--- config.mk ---
export PLATFORM = sky130hd
export DESIGN_NAME = battery_fuel_gauge
export DESIGN_NICKNAME = d
export VERILOG_FILES = /design/src/hw/rtl/bfg_pkg.sv /design/src/hw/rtl/bfg_fifo.sv /design/src/hw/rtl/bfg_front.sv /design/src/hw/rtl/bfg_div.sv /design/src/hw/rtl/bfg_back.sv /design/src/hw/rtl/battery_fuel_gauge.sv
export SDC_FILE = /design/constraint.sdc
export NUM_CORES = 2
export LEC_CHECK = 0
export ABC_AREA = 1
export BUFFER_PORTS_ARGS = -buffer_cell sky130_fd_sc_hd__clkbuf_2
export CORE_AREA = 2 2 326 328
export CTS_BUF_LIST = sky130_fd_sc_hd__clkbuf_2
export CTS_CLUSTER_DIAMETER = 40
export DETAILED_ROUTE_END_ITERATION = 12
export DIE_AREA = 0 0 328 330
export MAX_ROUTING_LAYER = met4
export PLACE_DENSITY = 0.71
export SYNTH_ARGS = -nofsm -noshare
export SYNTH_HDL_FRONTEND = slang
export SYNTH_HIERARCHICAL = 1
export SYNTH_SLANG_ARGS = --single-unit
--- constraint.sdc ---
create_clock -name i_clk -period 10.1 [get_ports i_clk]
set_clock_uncertainty 0.2 [all_clocks]
set_input_delay 1.01 -clock i_clk [delete_from_list [all_inputs] [get_ports i_clk]]
set_output_delay 1.01 -clock i_clk [all_outputs]
set_load 0.01 [all_outputs]
--- src/hw/rtl/bfg_pkg.sv ---
package bfg_pkg;

    localparam int ADC_W   = 12;
    localparam int SUM_W   = 16;
    localparam int MV_W    = 15;
    localparam int PCT_W   = 7;
    localparam int RATIO_W = 12;
    localparam int CFG_W   = 15;
    localparam int IDX_W   = 2;
    localparam int DIV_W   = 28;
    localparam int QUO_W   = 16;

    localparam logic [IDX_W-1:0] CFG_RATIO    = 2'd0;
    localparam logic [IDX_W-1:0] CFG_FULL_MV  = 2'd1;
    localparam logic [IDX_W-1:0] CFG_EMPTY_MV = 2'd2;

    localparam logic [RATIO_W-1:0] RATIO_RST    = 12'd512;
    localparam logic [MV_W-1:0]    FULL_MV_RST  = 15'd4200;
    localparam logic [MV_W-1:0]    EMPTY_MV_RST = 15'd3000;

    localparam logic [MV_W-1:0]  MV_SAT  = 15'h7fff;
    localparam logic [11:0]      K_3300  = 12'd3300;
    localparam logic [12:0]      K_4095  = 13'd4095;

    typedef struct packed {
        logic [RATIO_W-1:0] ratio;
        logic [MV_W-1:0]    full_mv;
        logic [MV_W-1:0]    empty_mv;
    } t_cfg;

    typedef struct packed {
        logic             start;
        logic [DIV_W-1:0] dividend;
        logic [DIV_W-1:0] divisor_sh;
    } t_div_req;

    typedef struct packed {
        logic             busy;
        logic             done;
        logic [QUO_W-1:0] quotient;
    } t_div_rsp;

endpackage

--- src/hw/rtl/bfg_fifo.sv ---
module bfg_fifo #(
    parameter int WIDTH = 8,
    parameter int DEPTH = 2
) (
    input  logic             i_clk,
    input  logic             i_rst_n,
    input  logic             i_push,
    input  logic [WIDTH-1:0] i_data,
    output logic             o_full,
    input  logic             i_pop,
    output logic [WIDTH-1:0] o_data,
    output logic             o_empty
);

    localparam int AW = (DEPTH > 1) ? $clog2(DEPTH) : 1;
    localparam int CW = $clog2(DEPTH + 1);

    logic [WIDTH-1:0] r_mem [DEPTH];
    logic [AW-1:0]    r_wr_ptr, n_wr_ptr;
    logic [AW-1:0]    r_rd_ptr, n_rd_ptr;
    logic [CW-1:0]    r_cnt, n_cnt;
    logic             do_push, do_pop;

    assign o_full  = (r_cnt == CW'(DEPTH));
    assign o_empty = (r_cnt == '0);
    assign o_data  = r_mem[r_rd_ptr];
    assign do_push = i_push && !o_full;
    assign do_pop  = i_pop && !o_empty;

    always_comb begin
        n_wr_ptr = r_wr_ptr;
        n_rd_ptr = r_rd_ptr;
        n_cnt    = r_cnt;
        if (do_push) begin
            n_wr_ptr = (r_wr_ptr == AW'(DEPTH - 1)) ? '0 : r_wr_ptr + 1'b1;
        end
        if (do_pop) begin
            n_rd_ptr = (r_rd_ptr == AW'(DEPTH - 1)) ? '0 : r_rd_ptr + 1'b1;
        end
        if (do_push && !do_pop) begin
            n_cnt = r_cnt + 1'b1;
        end else if (do_pop && !do_push) begin
            n_cnt = r_cnt - 1'b1;
        end
    end

    always_ff @(posedge i_clk) begin
        if (!i_rst_n) begin
            r_wr_ptr <= '0;
            r_rd_ptr <= '0;
            r_cnt    <= '0;
        end else begin
            r_wr_ptr <= n_wr_ptr;
            r_rd_ptr <= n_rd_ptr;
            r_cnt    <= n_cnt;
        end
    end

    always_ff @(posedge i_clk) begin
        if (do_push) begin
            r_mem[r_wr_ptr] <= i_data;
        end
    end

endmodule

--- src/hw/rtl/bfg_front.sv ---
module bfg_front #(
    parameter int WINDOW_LEN = 10,
    parameter int CNT_W      = 4
) (
    input  logic                        i_clk,
    input  logic                        i_rst_n,
    input  logic                        i_push,
    input  logic [bfg_pkg::ADC_W-1:0]   i_sample,
    input  logic                        i_q_full,
    output logic                        o_q_push,
    output logic [bfg_pkg::SUM_W-1:0]   o_q_sum,
    output logic [CNT_W-1:0]            o_q_count
);

    import bfg_pkg::*;

    localparam int PW = $clog2(WINDOW_LEN);

    logic [ADC_W-1:0] r_ring [WINDOW_LEN];
    logic [PW-1:0]    r_pos, n_pos;
    logic [CNT_W-1:0] r_count, n_count;
    logic [SUM_W-1:0] r_sum, n_sum;
    logic             accept;
    logic             window_full;

    assign accept      = i_push && !i_q_full;
    assign window_full = (r_count >= CNT_W'(WINDOW_LEN));

    always_comb begin
        n_pos   = (r_pos == PW'(WINDOW_LEN - 1)) ? '0 : r_pos + 1'b1;
        n_count = window_full ? r_count : r_count + 1'b1;
        if (window_full) begin
            n_sum = r_sum - SUM_W'(r_ring[r_pos]) + SUM_W'(i_sample);
        end else begin
            n_sum = r_sum + SUM_W'(i_sample);
        end
    end

    assign o_q_push  = accept;
    assign o_q_sum   = n_sum;
    assign o_q_count = n_count;

    always_ff @(posedge i_clk) begin
        if (!i_rst_n) begin
            r_pos   <= '0;
            r_count <= '0;
            r_sum   <= '0;
        end else if (accept) begin
            r_pos   <= n_pos;
            r_count <= n_count;
            r_sum   <= n_sum;
        end
    end

    always_ff @(posedge i_clk) begin
        if (accept) begin
            r_ring[r_pos] <= i_sample;
        end
    end

    assert property (@(posedge i_clk) disable iff (!i_rst_n)
        r_count <= CNT_W'(WINDOW_LEN))
        else $error("sample count past window length");

    assert property (@(posedge i_clk) disable iff (!i_rst_n)
        (accept && window_full) |=> (r_count == $past(r_count)))
        else $error("sample count moved with a full window");

endmodule

--- src/hw/rtl/bfg_div.sv ---
module bfg_div (
    input  logic                i_clk,
    input  logic                i_rst_n,
    input  bfg_pkg::t_div_req   i_req,
    output bfg_pkg::t_div_rsp   o_rsp
);

    import bfg_pkg::*;

    localparam int IW = $clog2(QUO_W);

    logic             r_busy;
    logic             r_done;
    logic [IW-1:0]    r_cnt;
    logic [DIV_W-1:0] r_rem;
    logic [DIV_W-1:0] r_sd;
    logic [QUO_W-1:0] r_q;
    logic             fits;

    assign fits = (r_rem >= r_sd);

    always_ff @(posedge i_clk) begin
        if (!i_rst_n) begin
            r_busy <= 1'b0;
            r_done <= 1'b0;
            r_cnt  <= '0;
        end else begin
            r_done <= 1'b0;
            if (i_req.start) begin
                r_busy <= 1'b1;
                r_cnt  <= '0;
            end else if (r_busy) begin
                r_cnt <= r_cnt + 1'b1;
                if (r_cnt == IW'(QUO_W - 1)) begin
                    r_busy <= 1'b0;
                    r_done <= 1'b1;
                end
            end
        end
    end

    always_ff @(posedge i_clk) begin
        if (i_req.start) begin
            r_rem <= i_req.dividend;
            r_sd  <= i_req.divisor_sh;
            r_q   <= '0;
        end else if (r_busy) begin
            if (fits) begin
                r_rem <= r_rem - r_sd;
            end
            r_q  <= {r_q[QUO_W-2:0], fits};
            r_sd <= r_sd >> 1;
        end
    end

    assign o_rsp.busy     = r_busy;
    assign o_rsp.done     = r_done;
    assign o_rsp.quotient = r_q;

    assert property (@(posedge i_clk) disable iff (!i_rst_n)
        i_req.start |-> !r_busy)
        else $error("divide started while busy");

    assert property (@(posedge i_clk) disable iff (!i_rst_n)
        r_done |-> ($past(r_busy) && !r_busy))
        else $error("divide done without a run");

endmodule

--- src/hw/rtl/bfg_back.sv ---
module bfg_back #(
    parameter int CNT_W = 4
) (
    input  logic                              i_clk,
    input  logic                              i_rst_n,
    input  bfg_pkg::t_cfg                     i_cfg,
    input  logic                              i_q_empty,
    input  logic [bfg_pkg::SUM_W-1:0]         i_q_sum,
    input  logic [CNT_W-1:0]                  i_q_count,
    output logic                              o_q_pop,
    output bfg_pkg::t_div_req                 o_div_req,
    input  bfg_pkg::t_div_rsp                 i_div_rsp,
    input  logic                              i_out_full,
    output logic                              o_out_push,
    output logic [bfg_pkg::MV_W-1:0]          o_voltage_mv,
    output logic [bfg_pkg::PCT_W-1:0]         o_percent,
    output logic                              o_charging
);

    import bfg_pkg::*;

    localparam logic [2:0] S_IDLE   = 3'd0;
    localparam logic [2:0] S_DIV1   = 3'd1;
    localparam logic [2:0] S_MUL1   = 3'd2;
    localparam logic [2:0] S_MUL2   = 3'd3;
    localparam logic [2:0] S_REC1   = 3'd4;
    localparam logic [2:0] S_REC2   = 3'd5;
    localparam logic [2:0] S_REC3   = 3'd6;
    localparam logic [2:0] S_PCT    = 3'd7;

    logic [2:0]       r_state, n_state;
    logic [ADC_W-1:0] r_mean;
    logic [23:0]      r_p1;
    logic [35:0]      r_p2;
    logic [16:0]      r_q0;
    logic [12:0]      r_rem;
    logic [MV_W-1:0]  r_v;
    logic [MV_W-1:0]  r_prev;
    logic [DIV_W-1:0] y;
    logic [28:0]      qsum;
    logic [28:0]      rem_full;
    logic [16:0]      qf;
    logic             start1;
    logic [PCT_W-1:0] pct;
    logic [MV_W-1:0]  d;
    logic [8:0]       dn;
    logic [19:0]      prod;

    assign start1 = (r_state == S_IDLE) && !i_q_empty && !i_out_full;
    assign y      = r_p2[35:8];

    // divide by 4095 as a shift-add estimate, low by at most one, then one correction
    assign qsum     = {1'b0, y} + 29'(y[DIV_W-1:12]) + 29'(y[DIV_W-1:24]);
    assign rem_full = {1'b0, y} - {r_q0, 12'b0} + 29'(r_q0);
    assign qf       = r_q0 + 17'(r_rem >= K_4095);

    assign o_q_pop              = start1;
    assign o_div_req.start      = start1;
    assign o_div_req.dividend   = DIV_W'(i_q_sum);
    assign o_div_req.divisor_sh = DIV_W'({i_q_count, 15'b0});

    always_comb begin
        n_state = r_state;
        case (r_state)
            S_IDLE:   if (start1) n_state = S_DIV1;
            S_DIV1:   if (i_div_rsp.done) n_state = S_MUL1;
            S_MUL1:   n_state = S_MUL2;
            S_MUL2:   n_state = S_REC1;
            S_REC1:   n_state = S_REC2;
            S_REC2:   n_state = S_REC3;
            S_REC3:   n_state = S_PCT;
            S_PCT:    n_state = S_IDLE;
            default:  n_state = S_IDLE;
        endcase
    end

    // six-segment curve, small constant divides by reciprocal multiply
    always_comb begin
        d    = '0;
        dn   = '0;
        prod = '0;
        pct  = '0;
        if (r_v >= i_cfg.full_mv) begin
            pct = 7'd100;
        end else if (r_v <= i_cfg.empty_mv) begin
            pct = 7'd0;
        end else if (r_v >= 15'd4100) begin
            d = r_v - 15'd4100;
            if (d >= 15'd100) begin
                pct = 7'd100;
            end else begin
                dn   = d[8:0];
                prod = 20'(dn) * 20'd205;
                pct  = 7'd90 + 7'(prod[19:11]);
            end
        end else if (r_v >= 15'd3900) begin
            d    = r_v - 15'd3900;
            dn   = d[8:0];
            prod = 20'(dn) * 20'd205;
            pct  = 7'd70 + 7'(prod[19:11]);
        end else if (r_v >= 15'd3700) begin
            d    = r_v - 15'd3700;
            dn   = d[8:0];
            prod = (20'(dn) * 20'd3) * 20'd205;
            pct  = 7'd40 + 7'(prod[19:12]);
        end else if (r_v >= 15'd3500) begin
            d    = r_v - 15'd3500;
            dn   = d[8:0];
            prod = 20'(dn) * 20'd205;
            pct  = 7'd20 + 7'(prod[19:11]);
        end else if (r_v >= 15'd3300) begin
            d    = r_v - 15'd3300;
            dn   = d[8:0];
            prod = (20'(dn) * 20'd3) * 20'd205;
            pct  = 7'd5 + 7'(prod[19:13]);
        end else if (r_v > 15'd3000) begin
            d    = r_v - 15'd3000;
            dn   = d[8:0];
            prod = 20'(dn) * 20'd1093;
            pct  = 7'(prod[19:16]);
        end else begin
            pct = 7'd0;
        end
    end

    assign o_out_push   = (r_state == S_PCT);
    assign o_voltage_mv = r_v;
    assign o_percent    = pct;
    assign o_charging   = ({1'b0, r_v} > ({1'b0, r_prev} + 16'd50));

    always_ff @(posedge i_clk) begin
        if (!i_rst_n) begin
            r_state <= S_IDLE;
            r_prev  <= '0;
        end else begin
            r_state <= n_state;
            if (r_state == S_PCT) begin
                r_prev <= r_v;
            end
        end
    end

    always_ff @(posedge i_clk) begin
        if (r_state == S_DIV1 && i_div_rsp.done) begin
            r_mean <= i_div_rsp.quotient[ADC_W-1:0];
        end
        if (r_state == S_MUL1) begin
            r_p1 <= 24'(r_mean) * 24'(K_3300);
        end
        if (r_state == S_MUL2) begin
            r_p2 <= 36'(r_p1) * 36'(i_cfg.ratio);
        end
        if (r_state == S_REC1) begin
            r_q0 <= qsum[28:12];
        end
        if (r_state == S_REC2) begin
            r_rem <= rem_full[12:0];
        end
        if (r_state == S_REC3) begin
            r_v <= (qf > 17'(MV_SAT)) ? MV_SAT : qf[MV_W-1:0];
        end
    end

    assert property (@(posedge i_clk) disable iff (!i_rst_n)
        o_out_push |-> !i_out_full)
        else $error("result pushed into a full queue");

    assert property (@(posedge i_clk) disable iff (!i_rst_n)
        i_div_rsp.done |-> (r_state == S_DIV1))
        else $error("divide finished outside a divide step");

    assert property (@(posedge i_clk) disable iff (!i_rst_n)
        (r_state == S_REC3) |-> (r_rem < 13'd8190))
        else $error("divide by 4095 estimate off by more than one");

endmodule

--- src/hw/rtl/battery_fuel_gauge.sv ---
// battery fuel gauge: moving-average state of charge for a lipo cell
// input queue: drive i_adc_sample with push; a transaction completes when
// push is high and full is low. full rises only when the two-entry work
// queue behind the sample window is taken.
// result queue: o_voltage_mv, o_percent and o_charging hold the oldest result
// while empty is low; a transaction completes when pop is high and empty low.
// the window update is combinational into the work queue; the back end then
// takes each sample through its 16-step divider for sum by count, two multiply
// steps, three steps for the divide by 4095 and the curve step.
// the back end takes a new sample from the work queue only once it is back in
// idle after the last one.
// if pop stays low, results wait in a two-entry output queue; the back end
// holds off while that queue is full and samples keep entering until the
// work queue fills, then full stays high. nothing is dropped.
// configuration: i_cfg_we writes i_cfg_data to register i_cfg_idx at once
// (0 divider ratio q4.8, 1 full mv, 2 empty mv); write only while idle.
// reset (synchronous, active low) empties both queues, clears the window
// and previous voltage and loads the default configuration.
module battery_fuel_gauge #(
    parameter int WINDOW_LEN = 10
) (
    input  logic                        i_clk,
    input  logic                        i_rst_n,
    input  logic                        push,
    output logic                        full,
    input  logic [bfg_pkg::ADC_W-1:0]   i_adc_sample,
    output logic                        empty,
    input  logic                        pop,
    output logic [bfg_pkg::MV_W-1:0]    o_voltage_mv,
    output logic [bfg_pkg::PCT_W-1:0]   o_percent,
    output logic                        o_charging,
    input  logic                        i_cfg_we,
    input  logic [bfg_pkg::IDX_W-1:0]   i_cfg_idx,
    input  logic [bfg_pkg::CFG_W-1:0]   i_cfg_data
);

    import bfg_pkg::*;

    localparam int CNT_W = $clog2(WINDOW_LEN + 1);
    localparam int WQ_W  = SUM_W + CNT_W;
    localparam int OQ_W  = MV_W + PCT_W + 1;

    t_cfg             r_cfg;
    logic             wq_push, wq_full, wq_pop, wq_empty;
    logic [SUM_W-1:0] wq_sum_in, wq_sum_out;
    logic [CNT_W-1:0] wq_cnt_in, wq_cnt_out;
    logic [WQ_W-1:0]  wq_out;
    t_div_req         div_req;
    t_div_rsp         div_rsp;
    logic             oq_push, oq_full;
    logic [MV_W-1:0]  res_mv;
    logic [PCT_W-1:0] res_pct;
    logic             res_chg;
    logic [OQ_W-1:0]  oq_out;

    always_ff @(posedge i_clk) begin
        if (!i_rst_n) begin
            r_cfg.ratio    <= RATIO_RST;
            r_cfg.full_mv  <= FULL_MV_RST;
            r_cfg.empty_mv <= EMPTY_MV_RST;
        end else if (i_cfg_we) begin
            case (i_cfg_idx)
                CFG_RATIO:    r_cfg.ratio    <= i_cfg_data[RATIO_W-1:0];
                CFG_FULL_MV:  r_cfg.full_mv  <= i_cfg_data[MV_W-1:0];
                CFG_EMPTY_MV: r_cfg.empty_mv <= i_cfg_data[MV_W-1:0];
                default:      r_cfg          <= r_cfg;
            endcase
        end
    end

    bfg_front #(
        .WINDOW_LEN (WINDOW_LEN),
        .CNT_W      (CNT_W)
    ) u_front (
        .i_clk     (i_clk),
        .i_rst_n   (i_rst_n),
        .i_push    (push),
        .i_sample  (i_adc_sample),
        .i_q_full  (wq_full),
        .o_q_push  (wq_push),
        .o_q_sum   (wq_sum_in),
        .o_q_count (wq_cnt_in)
    );

    assign full = wq_full;

    bfg_fifo #(
        .WIDTH (WQ_W),
        .DEPTH (2)
    ) u_work_q (
        .i_clk   (i_clk),
        .i_rst_n (i_rst_n),
        .i_push  (wq_push),
        .i_data  ({wq_sum_in, wq_cnt_in}),
        .o_full  (wq_full),
        .i_pop   (wq_pop),
        .o_data  (wq_out),
        .o_empty (wq_empty)
    );

    assign wq_sum_out = wq_out[WQ_W-1:CNT_W];
    assign wq_cnt_out = wq_out[CNT_W-1:0];

    bfg_div u_div (
        .i_clk   (i_clk),
        .i_rst_n (i_rst_n),
        .i_req   (div_req),
        .o_rsp   (div_rsp)
    );

    bfg_back #(
        .CNT_W (CNT_W)
    ) u_back (
        .i_clk        (i_clk),
        .i_rst_n      (i_rst_n),
        .i_cfg        (r_cfg),
        .i_q_empty    (wq_empty),
        .i_q_sum      (wq_sum_out),
        .i_q_count    (wq_cnt_out),
        .o_q_pop      (wq_pop),
        .o_div_req    (div_req),
        .i_div_rsp    (div_rsp),
        .i_out_full   (oq_full),
        .o_out_push   (oq_push),
        .o_voltage_mv (res_mv),
        .o_percent    (res_pct),
        .o_charging   (res_chg)
    );

    bfg_fifo #(
        .WIDTH (OQ_W),
        .DEPTH (2)
    ) u_result_q (
        .i_clk   (i_clk),
        .i_rst_n (i_rst_n),
        .i_push  (oq_push),
        .i_data  ({res_mv, res_pct, res_chg}),
        .o_full  (oq_full),
        .i_pop   (pop),
        .o_data  (oq_out),
        .o_empty (empty)
    );

    assign o_voltage_mv = oq_out[OQ_W-1:PCT_W+1];
    assign o_percent    = oq_out[PCT_W:1];
    assign o_charging   = oq_out[0];

endmodule
==> flow_metrics.py <==
metrics = {
    "outcome": {
        "result_of_the_run": "completed",
    },
    "finish": {
        "area_growth_syn_to_layout_pct": 6.21,
        "final_cell_count_no_fill": 7313,
        "nFillCells": 9989,
        "mostFrequentLayoutCell": "nand2_1",
        "commonest_cells_after_routing_fill_and_taps_aside": "nand2_1 (1222), inv_1 (1181), ha_1 (592)",
        "final_cell_area_um2": 50600,
        "final_core_util": 0.483,
        "nNetsFinal": 6759,
        "proportion_of_layout_cells_with_a_drive_suffix_above_1": 0.0787,
    },
    "timing": {
        "finish_stage_setup_viols": 0,
        "max_clock_freq_mhz": 119,
        "fin_crit_sh": 0.832,
        "period_minus_slack_ns": 8.41,
        "final-hold-violation-count": 0,
        "tightest_slew_ns": 1.19,
        "final-max-slew-violation-count": 0,
        "setup_total_negative_slack_ns": 0,
        "max-slew-margin-rel": 0.204,
        "finalHoldWorstSlack_ns": 0.151,
        "unrepaired_setup_endpoints_after_global_routing": "false",
    },
    "min_path": {
        "holdCritPathClass": "input pin to flop",
        "min_from": "push",
    },
    "floorplanning": {
        "initial_util": 0.455,
        "design.portCount": 59,
        "core.rowCount": 119,
        "die-area_um2": 108000,
        "placeableCoreArea_um2": 105000,
        "die_w_um": 328,
        "die_y_um": 330,
    },
    "placed_design": {
        "standard_cell_area_after_detailed_placement_um2": 49000,
        "dp_hpwl_um": 89000,
        "port-buffer-count": 58,
        "placed_cells_incl_taps": 7042,
        "routabilityCongestion": 0.932,
    },
    "power_and_ir_drop": {
        "cellPowerDensity_nw_per_um2": 149,
        "power.static_leakage_nw": 25.9,
        "worst_ir_drop_vdd_mv": 0.179,
    },
    "drt": {
        "initialDrtViolationCount": 2223,
        "detail_route.wirelength_um": 113000,
        "drt-vias-per-instance": 5.05,
        "drt-pass1-iter-count": 5,
        "route.antenna.remaining_nets": 0,
        "routed-via-count": 36900,
        "wire_per_inst_um": 15.5,
        "post-route-drc-count": 0,
    },
    "global_route": {
        "total_grt_usage": 0.219,
        "grt_first_pass_wirelength_um": 186000,
        "grt_util_met1": 0.271,
        "grt_pass1_vias": 37100,
        "grt-ovfl-total": 0,
        "grtUsageMet2": 0.367,
        "grt_start_max_net_pins": 95,
        "top_usage_layer": "met2",
        "antenna_found_initial": 21,
        "globalRouteMet3Util": 0.0390,
    },
    "worst_setup_path": {
        "worstSetupStartpoint": "u_back/o_voltage_mv[3]",
        "worst-path-buf-inv": 8,
        "critical_path_peak_fanout": 13,
        "crit_path_start_kind": "flop",
        "crit_path_max_incr_delay_ns": 0.69,
        "critical_path.reg2reg.startpoint": "u_back/o_voltage_mv[3]",
        "type_of_the_worst_setup_path": "flop to flop",
        "critical_path.most_common_cell": "inv_1",
        "cp_top_family": "adder cells",
        "worst_setup_path_end_kind": "flop",
        "regToRegSetupSlack_ns": 1.69,
        "cp.arrival_ns": 9.12,
        "crit_path_top_delay_cell": "edfxtp_1",
        "worstPathRequired_ns": 10.81,
    },
    "cts": {
        "ctsHtreeMaxLevel": 3,
        "cts_buffer_depth": 3,
        "cts.sinks": 485,
        "clock_tree_from_tritoncts": "yes",
        "post_cts_resized": 0,
        "cts.reportedPaths.clkPinSlew_ns": 0.12,
        "numCtsBuffers": 117,
        "clkLatencyLatePin_ns": 1.28,
        "clock_tree.root_cell": "clkbuf_2",
    },
    "synthesis": {
        "netlist_instances": 5702,
        "syn_avg_cell_area_um2": 8.35,
        "synthesis.yosys.warnings": 6,
        "syn-cell-area_um2": 47600,
    },
    "job": {
        "max-cap-violations": 0,
    },
}
-- routing by layer --
metal	wire [um]	share of wire	vias to the layer above
li1	-	-	18400
met1	49100	0.43	17500
met5	0	0	-
met4	2490	0.022	0
met3	6920	0.061	164
met2	54500	0.48	904
-- worst min-delay path, delay by kind of cell --
family	cells	cell delay, ns
simple gates	3	0.28
buf+inv	4	0.31
-- power by group --
group | internal [mW] | switching (mW) | leakage, nW
sequential | 2.56 | 0.133 | 4.33
combinational | 1.17 | 2.21 | 20.6
clock | 0.593 | 0.847 | 0.892
-- state kept, by name (all words and copies together), names as in the netlist, 2 cells and up, named ones only --
| signal | cells |
|---|---|
| u_front/r_sum | 16 |
| u_back/r_state | 3 |
| u_work_q/r_cnt | 2 |
| u_div/r_sd | 28 |
| u_front/r_pos | 4 |
| u_div/r_q | 12 |
| u_back/r_p2 | 28 |
| r_cfg | 42 |
| u_back/r_q0 | 17 |
| u_back/r_mean | 12 |
| u_div/r_cnt | 4 |
| u_result_q/r_mem | 46 |
| u_front/r_ring | 120 |
| u_back/r_rem | 13 |
| u_back/o_voltage_mv | 15 |
| u_div/r_rem | 28 |
| u_result_q/r_cnt | 2 |
| u_back/r_p1 | 22 |
| u_work_q/r_mem | 40 |
| u_front/r_count | 4 |
| u_back/r_prev | 15 |
-- cell type report --
cell class / count / area, um2 / share of cell area
Antenna cell: 24 / 60.1 / 0.00119
Clock buffer: 175 / 876 / 0.0173
Clock inverter: 42 / 333 / 0.00658
Inverter: 1209 / 4550 / 0.0900
Multi-Input combinational cell: 3860 / 28700 / 0.568
Sequential cell: 485 / 13400 / 0.265
Tap cell: 1391 / 1740 / 0.0344
Timing Repair Buffer: 127 / 883 / 0.0175
-- worst paths after layout --
path / cells after the start / endpoint
max: 39 / u_result_q/r_mem[0][5]
min: 7 / u_front/r_sum[15]
max reg2reg: 39 / u_result_q/r_mem[0][5]
min reg2reg: 0 / u_back/r_mean[11]
-- timing repair --
item | in CTS | in global routing
endpoints found under the hold margin | 165 | 0
hold buffers | 30 | 0
setup buffers | 0 | 0
-- per-stage QoR --
| step | power (mW) | worst slack, ns |
|---|---|---|
| floorplan | 5.35 | 3.00 |
| global placement | 6.01 | 2.01 |
| detailed placement | 6.09 | 1.82 |
| CTS | 7.57 | 1.72 |
| global route | 8.18 | 0.930 |
| finish | 7.52 | 1.69 |
(Power assumes the default switching activity.)
